[src/design/c2psp_pkg.sv]
// Package for the chunky-to-planar sprite packer.
// Holds parameter defaults, register map codes and register reset values.
// No dependencies.
package c2psp_pkg;

  localparam int unsigned MAX_ROW_PIXELS_DEF = 16;
  localparam int unsigned MAX_PLANES_DEF     = 2;

  localparam int unsigned ADDR_W = 4;
  localparam int unsigned DATA_W = 32;

  localparam logic [1:0] REG_WIDTH_BYTES = 2'd0;
  localparam logic [1:0] REG_SPRITE_ROWS = 2'd1;
  localparam logic [1:0] REG_PLANE_COUNT = 2'd2;

  localparam logic [1:0] WIDTH_BYTES_RST = 2'd2;
  localparam logic [9:0] SPRITE_ROWS_RST = 10'd16;
  localparam logic [1:0] PLANE_COUNT_RST = 2'd2;

  localparam int unsigned TRAILER_LEN = 4;

endpackage

[src/design/chunky_to_planar_sprite_packer_core.sv]
// Chunky-to-planar sprite packer, top level.
// Row buffer, two-entry row-job queue, byte emitter and APB register file.
// Depends on c2psp_pkg.

// Takes one chunky pixel per clock in row-major order and returns planar sprite bytes, one
// per clock, on a separate output beat. A pixel beat is accepted every cycle but for the
// stall below; the pixel that closes a row snapshots the packed planes into a two-entry job
// queue, and the emitter drains each job as 4 header bytes (first row only), plane_count *
// width_bytes data bytes (each clamped to 1..max) and 4 trailer bytes (last row only, final
// one flagged by last_byte), so a row yields 1 to 12 bytes. The pixel side stalls only on a
// row-closing pixel while both queue entries are full, which the emitter's single byte per
// cycle and the output stall decide. The user must write registers via APB while the block
// is idle; the block does not enforce it. Each register reads back its written low bits.
module chunky_to_planar_sprite_packer_core #(
  parameter int unsigned MAX_ROW_PIXELS = c2psp_pkg::MAX_ROW_PIXELS_DEF,
  parameter int unsigned MAX_PLANES     = c2psp_pkg::MAX_PLANES_DEF
) (
  input  logic                           clk,
  input  logic                           rst,
  input  logic                           psel,
  input  logic                           penable,
  input  logic                           pwrite,
  input  logic [c2psp_pkg::ADDR_W-1:0]   paddr,
  input  logic [c2psp_pkg::DATA_W-1:0]   pwdata,
  output logic [c2psp_pkg::DATA_W-1:0]   prdata,
  output logic                           pready,
  input  logic                           pixel_valid,
  output logic                           pixel_stall,
  input  logic [7:0]                     pixel,
  output logic                           byte_valid,
  input  logic                           byte_stall,
  output logic [7:0]                     out_byte,
  output logic                           last_byte
);
  import c2psp_pkg::*;

  localparam int unsigned MAX_WB = MAX_ROW_PIXELS / 8;
  localparam int unsigned CW     = $clog2(MAX_ROW_PIXELS);
  localparam int unsigned BW     = (MAX_WB > 1) ? $clog2(MAX_WB) : 1;
  localparam int unsigned PW     = (MAX_PLANES > 1) ? $clog2(MAX_PLANES) : 1;

  localparam logic [1:0] S_IDLE = 2'd0;
  localparam logic [1:0] S_HDR  = 2'd1;
  localparam logic [1:0] S_DATA = 2'd2;
  localparam logic [1:0] S_TRL  = 2'd3;

  localparam logic [1:0] LAST_CNT = 2'(TRAILER_LEN - 1);

  typedef struct packed {
    logic                                  hdr;
    logic                                  trl;
    logic [BW-1:0]                         wb_m1;
    logic [PW-1:0]                         pl_m1;
    logic [MAX_PLANES-1:0][MAX_WB-1:0][7:0] data;
  } job_t;

  // registers
  logic [1:0] width_bytes;
  logic [9:0] sprite_rows;
  logic [1:0] plane_count;

  logic [MAX_PLANES-1:0] row_store [MAX_ROW_PIXELS];
  logic [CW-1:0]         column_count;
  logic [9:0]            row_count;

  job_t       jobs [2];
  logic       wr_ptr, rd_ptr;
  logic [1:0] job_count;

  logic [1:0]    st;
  logic [1:0]    cnt;
  logic [PW-1:0] pl;
  logic [BW-1:0] by;

  // config port
  logic cfg_wr;
  assign pready = 1'b1;
  assign cfg_wr = psel && penable && pwrite;

  always_ff @(posedge clk) begin
    if (rst) begin
      width_bytes <= WIDTH_BYTES_RST;
      sprite_rows <= SPRITE_ROWS_RST;
      plane_count <= PLANE_COUNT_RST;
    end else if (cfg_wr) begin
      case (paddr[3:2])
        REG_WIDTH_BYTES: width_bytes <= pwdata[1:0];
        REG_SPRITE_ROWS: sprite_rows <= pwdata[9:0];
        REG_PLANE_COUNT: plane_count <= pwdata[1:0];
        default: ;
      endcase
    end
  end

  always_comb begin
    case (paddr[3:2])
      REG_WIDTH_BYTES: prdata = DATA_W'(width_bytes);
      REG_SPRITE_ROWS: prdata = DATA_W'(sprite_rows);
      REG_PLANE_COUNT: prdata = DATA_W'(plane_count);
      default:         prdata = '0;
    endcase
  end

  // effective settings
  logic [1:0]    wb_sel, pl_sel;
  logic [10:0]   rows_eff;
  logic [CW:0]   row_pixels;
  logic          row_end, first_row, last_row;
  logic          pix_accept, push, pop;
  job_t          new_job;

  always_comb begin
    if (width_bytes == 2'd0) wb_sel = 2'd1;
    else if (width_bytes > 2'(MAX_WB)) wb_sel = 2'(MAX_WB);
    else wb_sel = width_bytes;
    if (plane_count == 2'd0) pl_sel = 2'd1;
    else if (plane_count > 2'(MAX_PLANES)) pl_sel = 2'(MAX_PLANES);
    else pl_sel = plane_count;
    rows_eff   = (sprite_rows == 10'd0) ? 11'd1 : {1'b0, sprite_rows};
    row_pixels = (CW+1)'({wb_sel, 3'b000});
    row_end    = ({1'b0, column_count} + (CW+1)'(1)) >= row_pixels;
    first_row  = (row_count == 10'd0);
    last_row   = ({1'b0, row_count} + 11'd1) >= rows_eff;
  end

  assign pixel_stall = (job_count == 2'd2) && row_end;
  assign pix_accept  = pixel_valid && !pixel_stall;
  assign push        = pix_accept && row_end;

  always_comb begin
    logic [MAX_PLANES-1:0] v [MAX_ROW_PIXELS];
    for (int i = 0; i < MAX_ROW_PIXELS; i++) begin
      v[i] = (CW'(i) == column_count) ? pixel[MAX_PLANES-1:0] : row_store[i];
    end
    new_job.hdr   = first_row;
    new_job.trl   = last_row;
    new_job.wb_m1 = BW'(wb_sel - 2'd1);
    new_job.pl_m1 = PW'(pl_sel - 2'd1);
    for (int p = 0; p < MAX_PLANES; p++) begin
      for (int b = 0; b < MAX_WB; b++) begin
        for (int k = 0; k < 8; k++) begin
          new_job.data[p][b][7-k] = v[b*8+k][p];
        end
      end
    end
  end

  // row buffer and counters
  always_ff @(posedge clk) begin
    if (rst) begin
      for (int i = 0; i < MAX_ROW_PIXELS; i++) row_store[i] <= '0;
      column_count <= '0;
      row_count    <= '0;
    end else if (pix_accept) begin
      row_store[column_count] <= pixel[MAX_PLANES-1:0];
      if (row_end) begin
        column_count <= '0;
        row_count    <= last_row ? 10'd0 : row_count + 10'd1;
      end else begin
        column_count <= column_count + CW'(1);
      end
    end
  end

  // job queue
  job_t head;
  assign head = jobs[rd_ptr];

  always_ff @(posedge clk) begin
    if (push) jobs[wr_ptr] <= new_job;
  end

  always_ff @(posedge clk) begin
    if (rst) begin
      wr_ptr    <= 1'b0;
      rd_ptr    <= 1'b0;
      job_count <= 2'd0;
    end else begin
      if (push) wr_ptr <= !wr_ptr;
      if (pop)  rd_ptr <= !rd_ptr;
      job_count <= job_count + 2'(push) - 2'(pop);
    end
  end

  // byte emitter
  logic          emit_go;
  logic [1:0]    phase;
  logic [1:0]    st_next, cnt_next;
  logic [PW-1:0] pl_next;
  logic [BW-1:0] by_next;
  logic [7:0]    byte_next;
  logic          last_next;
  logic          job_done;

  assign emit_go = (job_count != 2'd0) && (!byte_valid || !byte_stall);
  assign pop     = emit_go && job_done;

  always_comb begin
    phase     = (st == S_IDLE) ? (head.hdr ? S_HDR : S_DATA) : st;
    st_next   = phase;
    cnt_next  = cnt;
    pl_next   = pl;
    by_next   = by;
    byte_next = 8'd0;
    last_next = 1'b0;
    job_done  = 1'b0;
    case (phase)
      S_HDR: begin
        if (cnt == LAST_CNT) begin
          st_next  = S_DATA;
          cnt_next = 2'd0;
        end else begin
          cnt_next = cnt + 2'd1;
        end
      end
      S_DATA: begin
        byte_next = head.data[pl][by];
        if (by == head.wb_m1) begin
          by_next = '0;
          if (pl == head.pl_m1) begin
            pl_next = '0;
            if (head.trl) begin
              st_next = S_TRL;
            end else begin
              st_next  = S_IDLE;
              job_done = 1'b1;
            end
          end else begin
            pl_next = pl + PW'(1);
          end
        end else begin
          by_next = by + BW'(1);
        end
      end
      S_TRL: begin
        if (cnt == LAST_CNT) begin
          last_next = 1'b1;
          st_next   = S_IDLE;
          cnt_next  = 2'd0;
          job_done  = 1'b1;
        end else begin
          cnt_next = cnt + 2'd1;
        end
      end
      default: ;
    endcase
  end

  always_ff @(posedge clk) begin
    if (rst) begin
      st  <= S_IDLE;
      cnt <= 2'd0;
      pl  <= '0;
      by  <= '0;
    end else if (emit_go) begin
      st  <= st_next;
      cnt <= cnt_next;
      pl  <= pl_next;
      by  <= by_next;
    end
  end

  // output register
  always_ff @(posedge clk) begin
    if (rst) begin
      byte_valid <= 1'b0;
    end else if (emit_go) begin
      byte_valid <= 1'b1;
    end else if (!byte_stall) begin
      byte_valid <= 1'b0;
    end
  end

  always_ff @(posedge clk) begin
    if (emit_go) begin
      out_byte  <= byte_next;
      last_byte <= last_next;
    end
  end

  // checks
  a_queue_bound: assert property (@(posedge clk) disable iff (rst)
    job_count != 2'd3)
    else $error("job queue over capacity");

  a_trl_flag: assert property (@(posedge clk) disable iff (rst)
    (st == S_TRL) |-> (job_count != 2'd0) && head.trl)
    else $error("trailer emitted for a job without the trailer flag");

  a_hdr_flag: assert property (@(posedge clk) disable iff (rst)
    (st == S_HDR) |-> (job_count != 2'd0) && head.hdr)
    else $error("header emitted for a job without the header flag");

  a_last_zero: assert property (@(posedge clk) disable iff (rst)
    (byte_valid && last_byte) |-> (out_byte == 8'd0))
    else $error("last byte not a trailer byte");

endmodule

[config.mk]
export PLATFORM = sky130hd
export DESIGN_NAME = chunky_to_planar_sprite_packer_core
export DESIGN_NICKNAME = d
export VERILOG_FILES = /design/src/design/c2psp_pkg.sv /design/src/design/chunky_to_planar_sprite_packer_core.sv
export SDC_FILE = /design/constraint.sdc
export NUM_CORES = 1
export LEC_CHECK = 0
export BUFFER_PORTS_ARGS = -buffer_cell sky130_fd_sc_hd__clkbuf_2
export CAP_MARGIN = 20
export CORE_AREA = 2 2 144 146
export DETAILED_ROUTE_END_ITERATION = 6
export DIE_AREA = 0 0 146 148
export MAX_ROUTING_LAYER = met4
export PLACE_DENSITY = 0.65
export SYNTH_ARGS = -nofsm -noshare
export SYNTH_HDL_FRONTEND = slang
export SYNTH_SLANG_ARGS = --single-unit
[constraint.sdc]
create_clock -name clk -period 5.2 [get_ports clk]
set_input_delay 0 -clock clk [delete_from_list [all_inputs] [get_ports clk]]
set_output_delay 0 -clock clk [all_outputs]
set_load 0.03 [all_outputs]
==> impl_metrics.ini, run 1 <==
[worst_setup_path]
crit_required_ns = 5.48
arrival_ns = 4.04
start_kind = register
end_kind = register
crit_path_max_fanout = 21
critical_path_class = register to register

[power_and_ir_drop]
p_total_mw = 2.56
pwr-share-seq_pct = 52.3
vdd_drop_max_mv = 0.226
pwr-share-clk_pct = 41.8
intPower_mw = 1.97
p_per_area_nw_per_um2 = 306
combPwrFrac_pct = 5.9
p_leak_nw = 3.00
switching_share_pct = 22.8
p_switching_uw = 583

[timing]
rsz0062_at_grt = no
hold_ws_ns = 0.0440
fmax_ghz = 0.266
slew_violations = 0
layout_setup_ws_ns = 1.44
slew_headroom_pct = 40.4
finalClockSkew_ns = 0.0120
setup_tns_ns = 0
finalSetupViolCount = 0
finalHoldViolCount = 0
period_needed_ns = 3.76
period_share_pct = 72.3
max_slew.worst_pin.slew_ns = 0.895

[placed_design]
gp_congestion = 0.821
dp_hpwl_microns = 9120
place_inst = 883
place_ws_ns = 1.46
port_buffers = 41
placed_cell_area_sq_um = 7690

[drt]
drc_errors = 0
avgRoutedWirePerCell_microns = 14.6
vias_per_cell = 4.90
wirelength_microns = 13600
ant_nets = 0
drtIter0Drc = 213
via_count = 4552
first_pass_iters = 4

[global_routing]
grt_pass1_vias = 4399
grt_max_degree = 37
grt_pass1_wl_microns = 22400
grt.overflow.total = 0
track_usage_pct = 13.7
antenna_found_initial = 0

[cts]
clock_latency_ns = 0.42
root_buffer = clkbuf_16
h-tree-depth = 4
post_cts_buffers = 0
clkSinkCount = 153
cts-buffers-inserted = 17
cts_tree = done
clkSlewWorstSetupHoldPaths_ns = 0.07
clock_path_buffers = 2

[hold_path]
hold_class = primary input to register

[outcome]
status = complete, no violations

[synthesis]
yosys_warnings = 0
synth_cell_types = 54
syn_inst = 597
ys_seq_elements = 153
synth_edf_count = 113
yosysTopAreaCell = edfxtp_1
syn_avg_cell_area_sq_um = 12.3
synth_area_leaders = edfxtp_1 46%, dfxtp_1 11%, mux2_2 5.4%
netlist.area_leader.share_pct = 46.3
yosysSeqAreaShare_pct = 57.2
dominantRegCellSynth = edfxtp_1
synthArstFlopShare_pct = 0
synthesis.area_sq_um = 7330

[finish]
drive_gt1_share_pct = 21.9
fill_cells = 1906
stdcell_count = 929
synthToLayoutAreaGrowth_pct = 14.1
fin_area_sq_um = 8360
seq_area_sq_um = 4190
nets = 722
multiInputGateArea_sq_um = 2800
layout_common_cells = 113 x edfxtp_1, 65 x nand2_1, 41 x clkbuf_2, 40 x nor2_1, 40 x dfxtp_1
layout_commonest_cell = edfxtp_1
final_util_pct = 41.7
diodes = 0

[floorplan]
start_util_pct = 36.6
io_pins = 95
die_h_microns = 148
num_rows = 52
coreArea_sq_um = 20000
die_area_sq_um = 21600
die_w_microns = 146

[job]
drv_cap = 0
[state kept, by name, indices dropped and copies added, names as in the netlist, 4 cells and up, named ones only]
signal and cells:
jobs 72, column_count 4, row_store 32, out_byte 8, row_count 10, sprite_rows 10
[worst paths after layout]
kind / endpoint / depth (start not counted) / slack [ns] / start
setup / recovery: row_store[8][1] / 10 / 1.44 / column_count[0]
hold / removal: sprite_rows[0] / 5 / 0.04 / penable
hold reg to reg: plane_count[0] / 2 / 0.47 / plane_count[0]
setup reg to reg: row_store[8][1] / 10 / 1.44 / column_count[0]
[timing repair]
action | in CTS | in global routing
hold endpoints to repair | 17 | 0
setup endpoints to repair | 0 | 0
gates resized for setup | 0 | 0
hold buffers | 14 | 0
[worst max-delay path: stages (launching register included)]
cell	delay (ns)
dfxtp_1	0.43
ha_1	0.44
nand3_1	0.33
inv_1	0.14
ha_1	0.24
and3_1	0.22
a211oi_4	0.40
o21ai_2	0.32
or3b_1	0.70
buf_4	0.32
nor2_4	0.09
[cells in the mapped netlist (3+ instances only)]
cell type,n
a21oi_1,29
nor4_1,3
inv_1,27
o21ai_0,28
a211oi_1,4
buf_2,3
o2111ai_1,4
mux4_2,16
dfxtp_1,40
nand3_1,18
edfxtp_1,113
mux2i_1,6
a22o_1,6
nand2_1,65
xor2_1,4
clkbuf_1,23
ha_1,24
xnor2_1,9
mux2_2,35
and2_1,12
nor2_1,41
nor2_4,10
buf_4,23
and3_1,8
o211ai_1,4
nor2b_1,6
[cells by family after synthesis]
| group | after synthesis | synth area share [%] |
|---|---|---|
| multiplexers | 57 | 11.1 |
| adder cells (fa/ha/maj) | 24 | 4.10 |
| buffers and inverters | 80 | 5.75 |
| flip-flops | 153 | 57.2 |
| AO/OA/AOI/OAI | 94 | 8.35 |
| AND/OR/NAND/NOR | 173 | 11.6 |
| other | 2 | 0.102 |
| XOR/XNOR | 14 | 1.78 |
[power by group through the flow]
stage / Combinational, mW / Sequential, mW / Clock (mW)
after floorplan: 0.117 / 1.36 / 0
after global placement: 0.139 / 1.36 / 0
after detailed placement: 0.141 / 1.36 / 0
after CTS: 0.150 / 1.34 / 1.10
after global routing: 0.165 / 1.34 / 1.15
final: 0.150 / 1.34 / 1.07
[layer usage]
layer  global-route usage, %  routed length (microns)  vias to the layer above
li1                        -                        -                     2222
met1                    17.0                     6430                     2209
met2                    21.7                     6470                      101
met3                    3.09                      468                       20
met4                    5.68                      239                        0
met5                       -                        0                        -
[area by class of cell]
type,count,share of cell area [%]
Sequential cell,153,50.2
Multi-Input combinational cell,385,33.5
Clock buffer,17,5.09
Timing Repair Buffer,62,4.88
Tap cell,270,4.04
Clock inverter,14,1.02
Inverter,28,1.26
Note: power is estimated with default switching activity, not from simulation.
==> inputs of run 2 (changes only) <==
Clock period 5.2 ns to 3.5 ns, I/O delays scaled along.
==> run 2 against run 1 <==
Cell count increased by 1.5%. Flip-flop and latch count unchanged. Via count increased by 1.6%. Clock power increased by 63%. Critical path depth increased by 1. Maximum frequency increased by 22%. Highest routed layer unchanged.
==> impl_metrics.ini, run 2 (synthesis results as in run 1) <==
[worst_setup_path]
start_kind = register
critical_path_class = register to register
crit_path_max_fanout = 7
arrival_ns = 3.45
end_kind = register
crit_required_ns = 3.87

[timing]
max_slew.worst_pin.slew_ns = 0.801
finalHoldViolCount = 0
setup_tns_ns = 0
fmax_ghz = 0.324
period_share_pct = 88.1
slew_headroom_pct = 46.6
period_needed_ns = 3.08
finalClockSkew_ns = 0.0110
rsz0062_at_grt = no
slew_violations = 0
finalSetupViolCount = 0
layout_setup_ws_ns = 0.416

[finish]
fill_cells = 1881
diodes = 0
nets = 735
seq_area_sq_um = 4190
layout_common_cells = 113 x edfxtp_1, 65 x nand2_1, 41 x clkbuf_2, 40 x nor2_1, 40 x dfxtp_1
multiInputGateArea_sq_um = 2800
largest_reg_flops = 72
stdcell_count = 943
drive_gt1_share_pct = 23.6
fin_area_sq_um = 8510
top_regs = jobs (72), row_store (32)
layout_commonest_cell = edfxtp_1
regMostFlops = jobs
synthToLayoutAreaGrowth_pct = 16.1

[floorplan]
die_w_microns = 146
coreArea_sq_um = 20000
num_rows = 52
die_area_sq_um = 21600
die_h_microns = 148
start_util_pct = 36.6
io_pins = 95

[cts]
cts_tree = done
clkSinkCount = 153
h-tree-depth = 4
root_buffer = clkbuf_16
clock_path_buffers = 2
clkSlewWorstSetupHoldPaths_ns = 0.07
cts-buffers-inserted = 17
clock_latency_ns = 0.44
post_cts_buffers = 0

[power_and_ir_drop]
p_leak_nw = 3.11
p_total_mw = 3.96
vdd_drop_max_mv = 0.335
p_per_area_nw_per_um2 = 466

[hold_path]
hold_class = primary input to register

[drt]
via_count = 4626
wirelength_microns = 14500
first_pass_iters = 5
drc_errors = 0
ant_nets = 0
avgRoutedWirePerCell_microns = 15.4
vias_per_cell = 4.91
drtIter0Drc = 316

[placed_design]
place_inst = 895
place_ws_ns = 0.399
dp_hpwl_microns = 9540
gp_congestion = 0.809
port_buffers = 41
placed_cell_area_sq_um = 7790

[global_routing]
grt_pass1_wl_microns = 23700
grt_pass1_vias = 4564
track_usage_pct = 14.7
grt.overflow.total = 0
antenna_found_initial = 0
grt_max_degree = 37

[outcome]
status = complete, no violations

[job]
drv_cap = 0
run 2: routing by layer:
metal  track usage (%)  wire, microns  vias to the layer above
met5                 -              0                        -
met4              5.19            189                        0
met3              3.73            668                       13
met2              23.4           7080                      122
met1              18.2           6600                     2236
li1                  -              -                     2255
run 2: critical path, cell delays in order (launching register included):
cell and delay (ns):
dfxtp_1 0.44, ha_1 0.25, nand3_1 0.13, or2_2 0.40
nor2_1 0.15, xor2_1 0.21, ha_1 0.30, a21o_1 0.16
a21oi_1 0.24, o2111a_1 0.28, o21a_1 0.28, a22o_1 0.18
run 2: cell type report:
class                           count  area share (%)
Multi-Input combinational cell    385            32.9
Inverter                           28            1.24
Sequential cell                   153            49.3
Clock inverter                     15            1.60
Timing Repair Buffer               75            6.03
Tap cell                          270            3.97
Clock buffer                       17            5.00
run 2: worst paths after layout:
kind | slack, ns | to | cells past startpoint | from
setup / recovery | 0.42 | row_count[7] | 11 | row_count[0]
hold / removal | 0.01 | plane_count[0] | 5 | penable
setup reg to reg | 0.42 | row_count[7] | 11 | row_count[0]
hold reg to reg | 0.47 | plane_count[0] | 2 | plane_count[0]
run 2: per-stage QoR:
stage / util, % / hold WS (ns)
2_1_floorplan: - / 0.136
6_report: 42.5 / 0.0114
5_1_grt: 42.5 / 0.0714
4_1_cts: 42.5 / 0.000780
3_3_place_gp: 38.9 / 0.229
3_5_place_dp: 38.9 / 0.236
run 2: where the power goes:
group / total (mW) / internal (mW) / switching, mW
clock network: 1.74 / 0.936 / 0.809
registers: 1.98 / 1.97 / 0.0147
logic: 0.232 / 0.0790 / 0.153
total: 3.96 / 2.98 / 0.977
run 2: repair_timing:
item | in CTS | in global routing
gates resized for setup | 0 | 0
hold buffers | 16 | 0
hold endpoints to repair | 28 | 0
==> inputs of run 3 (changes only) <==
Settings changed: RECOVER_POWER set to 100.
==> run 3 against run 2 <==
Combinational power decreased by 3%. Clock skew decreased by 0.0014 ns. Non-clock buffer count unchanged. Flip-flop and latch count unchanged. First-iteration DRC count decreased by 6.3%. Wire length increased by 1.0%. Sequential power about the same. Hold slack improved by 0.0033 ns. Clock-buffer cell count unchanged. Die area unchanged. Worst setup slack got worse by 0.016 ns. Critical endpoint unchanged.
==> impl_metrics.ini, run 3 (synthesis results as in run 1) <==
[outcome]
status = complete, no violations

[power_and_ir_drop]
p_leak_nw = 3.02
vdd_drop_max_mv = 0.331
p_per_area_nw_per_um2 = 469
p_total_mw = 3.96

[timing]
max_slew.worst_pin.slew_ns = 1.13
slew_headroom_pct = 24.9
slew_violations = 0
period_share_pct = 88.6
fmax_ghz = 0.323
finalClockSkew_ns = 0.00958
finalHoldViolCount = 0
rsz0062_at_grt = no
layout_setup_ws_ns = 0.400
setup_tns_ns = 0
period_needed_ns = 3.10
finalSetupViolCount = 0

[finish]
largest_reg_flops = 72
layout_commonest_cell = edfxtp_1
top_regs = jobs (72), row_store (32)
synthToLayoutAreaGrowth_pct = 15.2
regMostFlops = jobs
diodes = 0
layout_common_cells = 113 x edfxtp_1, 65 x nand2_1, 40 x nor2_1, 40 x dfxtp_1
nets = 735
fill_cells = 1891
drive_gt1_share_pct = 16.3

[drt]
wirelength_microns = 14700
avgRoutedWirePerCell_microns = 15.6
first_pass_iters = 4
drc_errors = 0
via_count = 4636
drtIter0Drc = 296
vias_per_cell = 4.92
ant_nets = 0

[cts]
clock_path_buffers = 2
cts_resized = 0
cts_tree = done
clkSinkCount = 153
clkSlewWorstSetupHoldPaths_ns = 0.07
h-tree-depth = 4
cts-buffers-inserted = 17
root_buffer = clkbuf_16
clock_latency_ns = 0.44

[worst_setup_path]
crit_slowest_cell = dfxtp_1
crit_required_ns = 3.87
crit_path_frequent_cell = ha_1
worstPathCellList = ha_1 > nand3_1 > or2_0 > nor2_1 > xor2_1 > ha_1 > a21o_1 > a21oi_1 > o2111a_1 > o21a_1 > a22o_1
r2r_slack_ns = 0.40
start_kind = register
end_kind = register
crit_path_max_fanout = 7
arrival_ns = 3.47
crit_path_max_incr_delay_ns = 0.43
critical_path_class = register to register

[floorplan]
io_pins = 95
die_h_microns = 148
start_util_pct = 36.6
coreArea_sq_um = 20000
die_area_sq_um = 21600
die_w_microns = 146
num_rows = 52

[placed_design]
gp_congestion = 0.809
place_ws_ns = 0.399
port_buffers = 41
dp_hpwl_microns = 9540

[job]
drv_cap = 0

[global_routing]
grt_pass1_wl_microns = 23700
track_usage_pct = 14.7
grt_pass1_vias = 4564
grt.overflow.total = 0
antenna_found_initial = 0
grt_max_degree = 37

[hold_path]
hold_class = primary input to register
[run 3: final timing paths]
path	from	endpoint	cells after the start
worst min register to register	plane_count[0]	plane_count[0]	2
worst max-delay path	row_count[0]	row_count[7]	11
worst min-delay path	penable	plane_count[0]	5
worst max register to register	row_count[0]	row_count[7]	11
[run 3: what timing repair did]
action	CTS	global route
hold buffers	16	0
hold endpoints to repair	28	0
buffers inserted	0	0
[run 3: layout make-up]
type / count / area, sq um / area share, %
Clock buffer: 17 / 425 / 5.04
Clock inverter: 15 / 136 / 1.62
Inverter: 28 / 105 / 1.24
Multi-Input combinational cell: 385 / 2800 / 33.1
Sequential cell: 153 / 4190 / 49.7
Tap cell: 270 / 338 / 4.00
Timing Repair Buffer: 75 / 445 / 5.28
[run 3: metal layers]
metal  GRT usage [%]  vias to the layer above  share of wire [%]
met5               -                        -                  0
met2            23.4                       96                 48
li1                -                     2249                  -
met4            5.19                        0                1.4
met3            3.73                       16                4.1
met1            18.2                     2275                 47
[run 3: power breakdown]
| part | internal, mW | leakage [nW] | total (mW) | switching [mW] |
|---|---|---|---|---|
| logic | 0.0728 | 1.37 | 0.226 | 0.154 |
| clock network | 0.935 | 0.274 | 1.74 | 0.808 |
| registers | 1.97 | 1.38 | 1.99 | 0.0150 |
| total | 2.98 | 3.02 | 3.96 | 0.976 |
[run 3: worst max-delay path: cells and delay by family, from the launching register on]
kind	cells	cell delay (ns)
compound gates	5	1.13
xor+xnor	1	0.21
simple gates	3	0.70
flops	1	0.43
fa+ha+maj	2	0.55
[run 3: stage by stage]
stage | instance area, sq um | instances | hold slack [ns] | utilization, %
6_report | 8440 | 943 | 0.0147 | 42.1
5_1_grt | 8440 | 943 | 0.0714 | 42.1
4_1_cts | 8510 | 943 | 0.000780 | 42.5
3_5_place_dp | 7790 | 895 | 0.236 | 38.9
3_3_place_gp | 7790 | 895 | 0.229 | 38.9
2_1_floorplan | 7410 | 618 | 0.136 | -
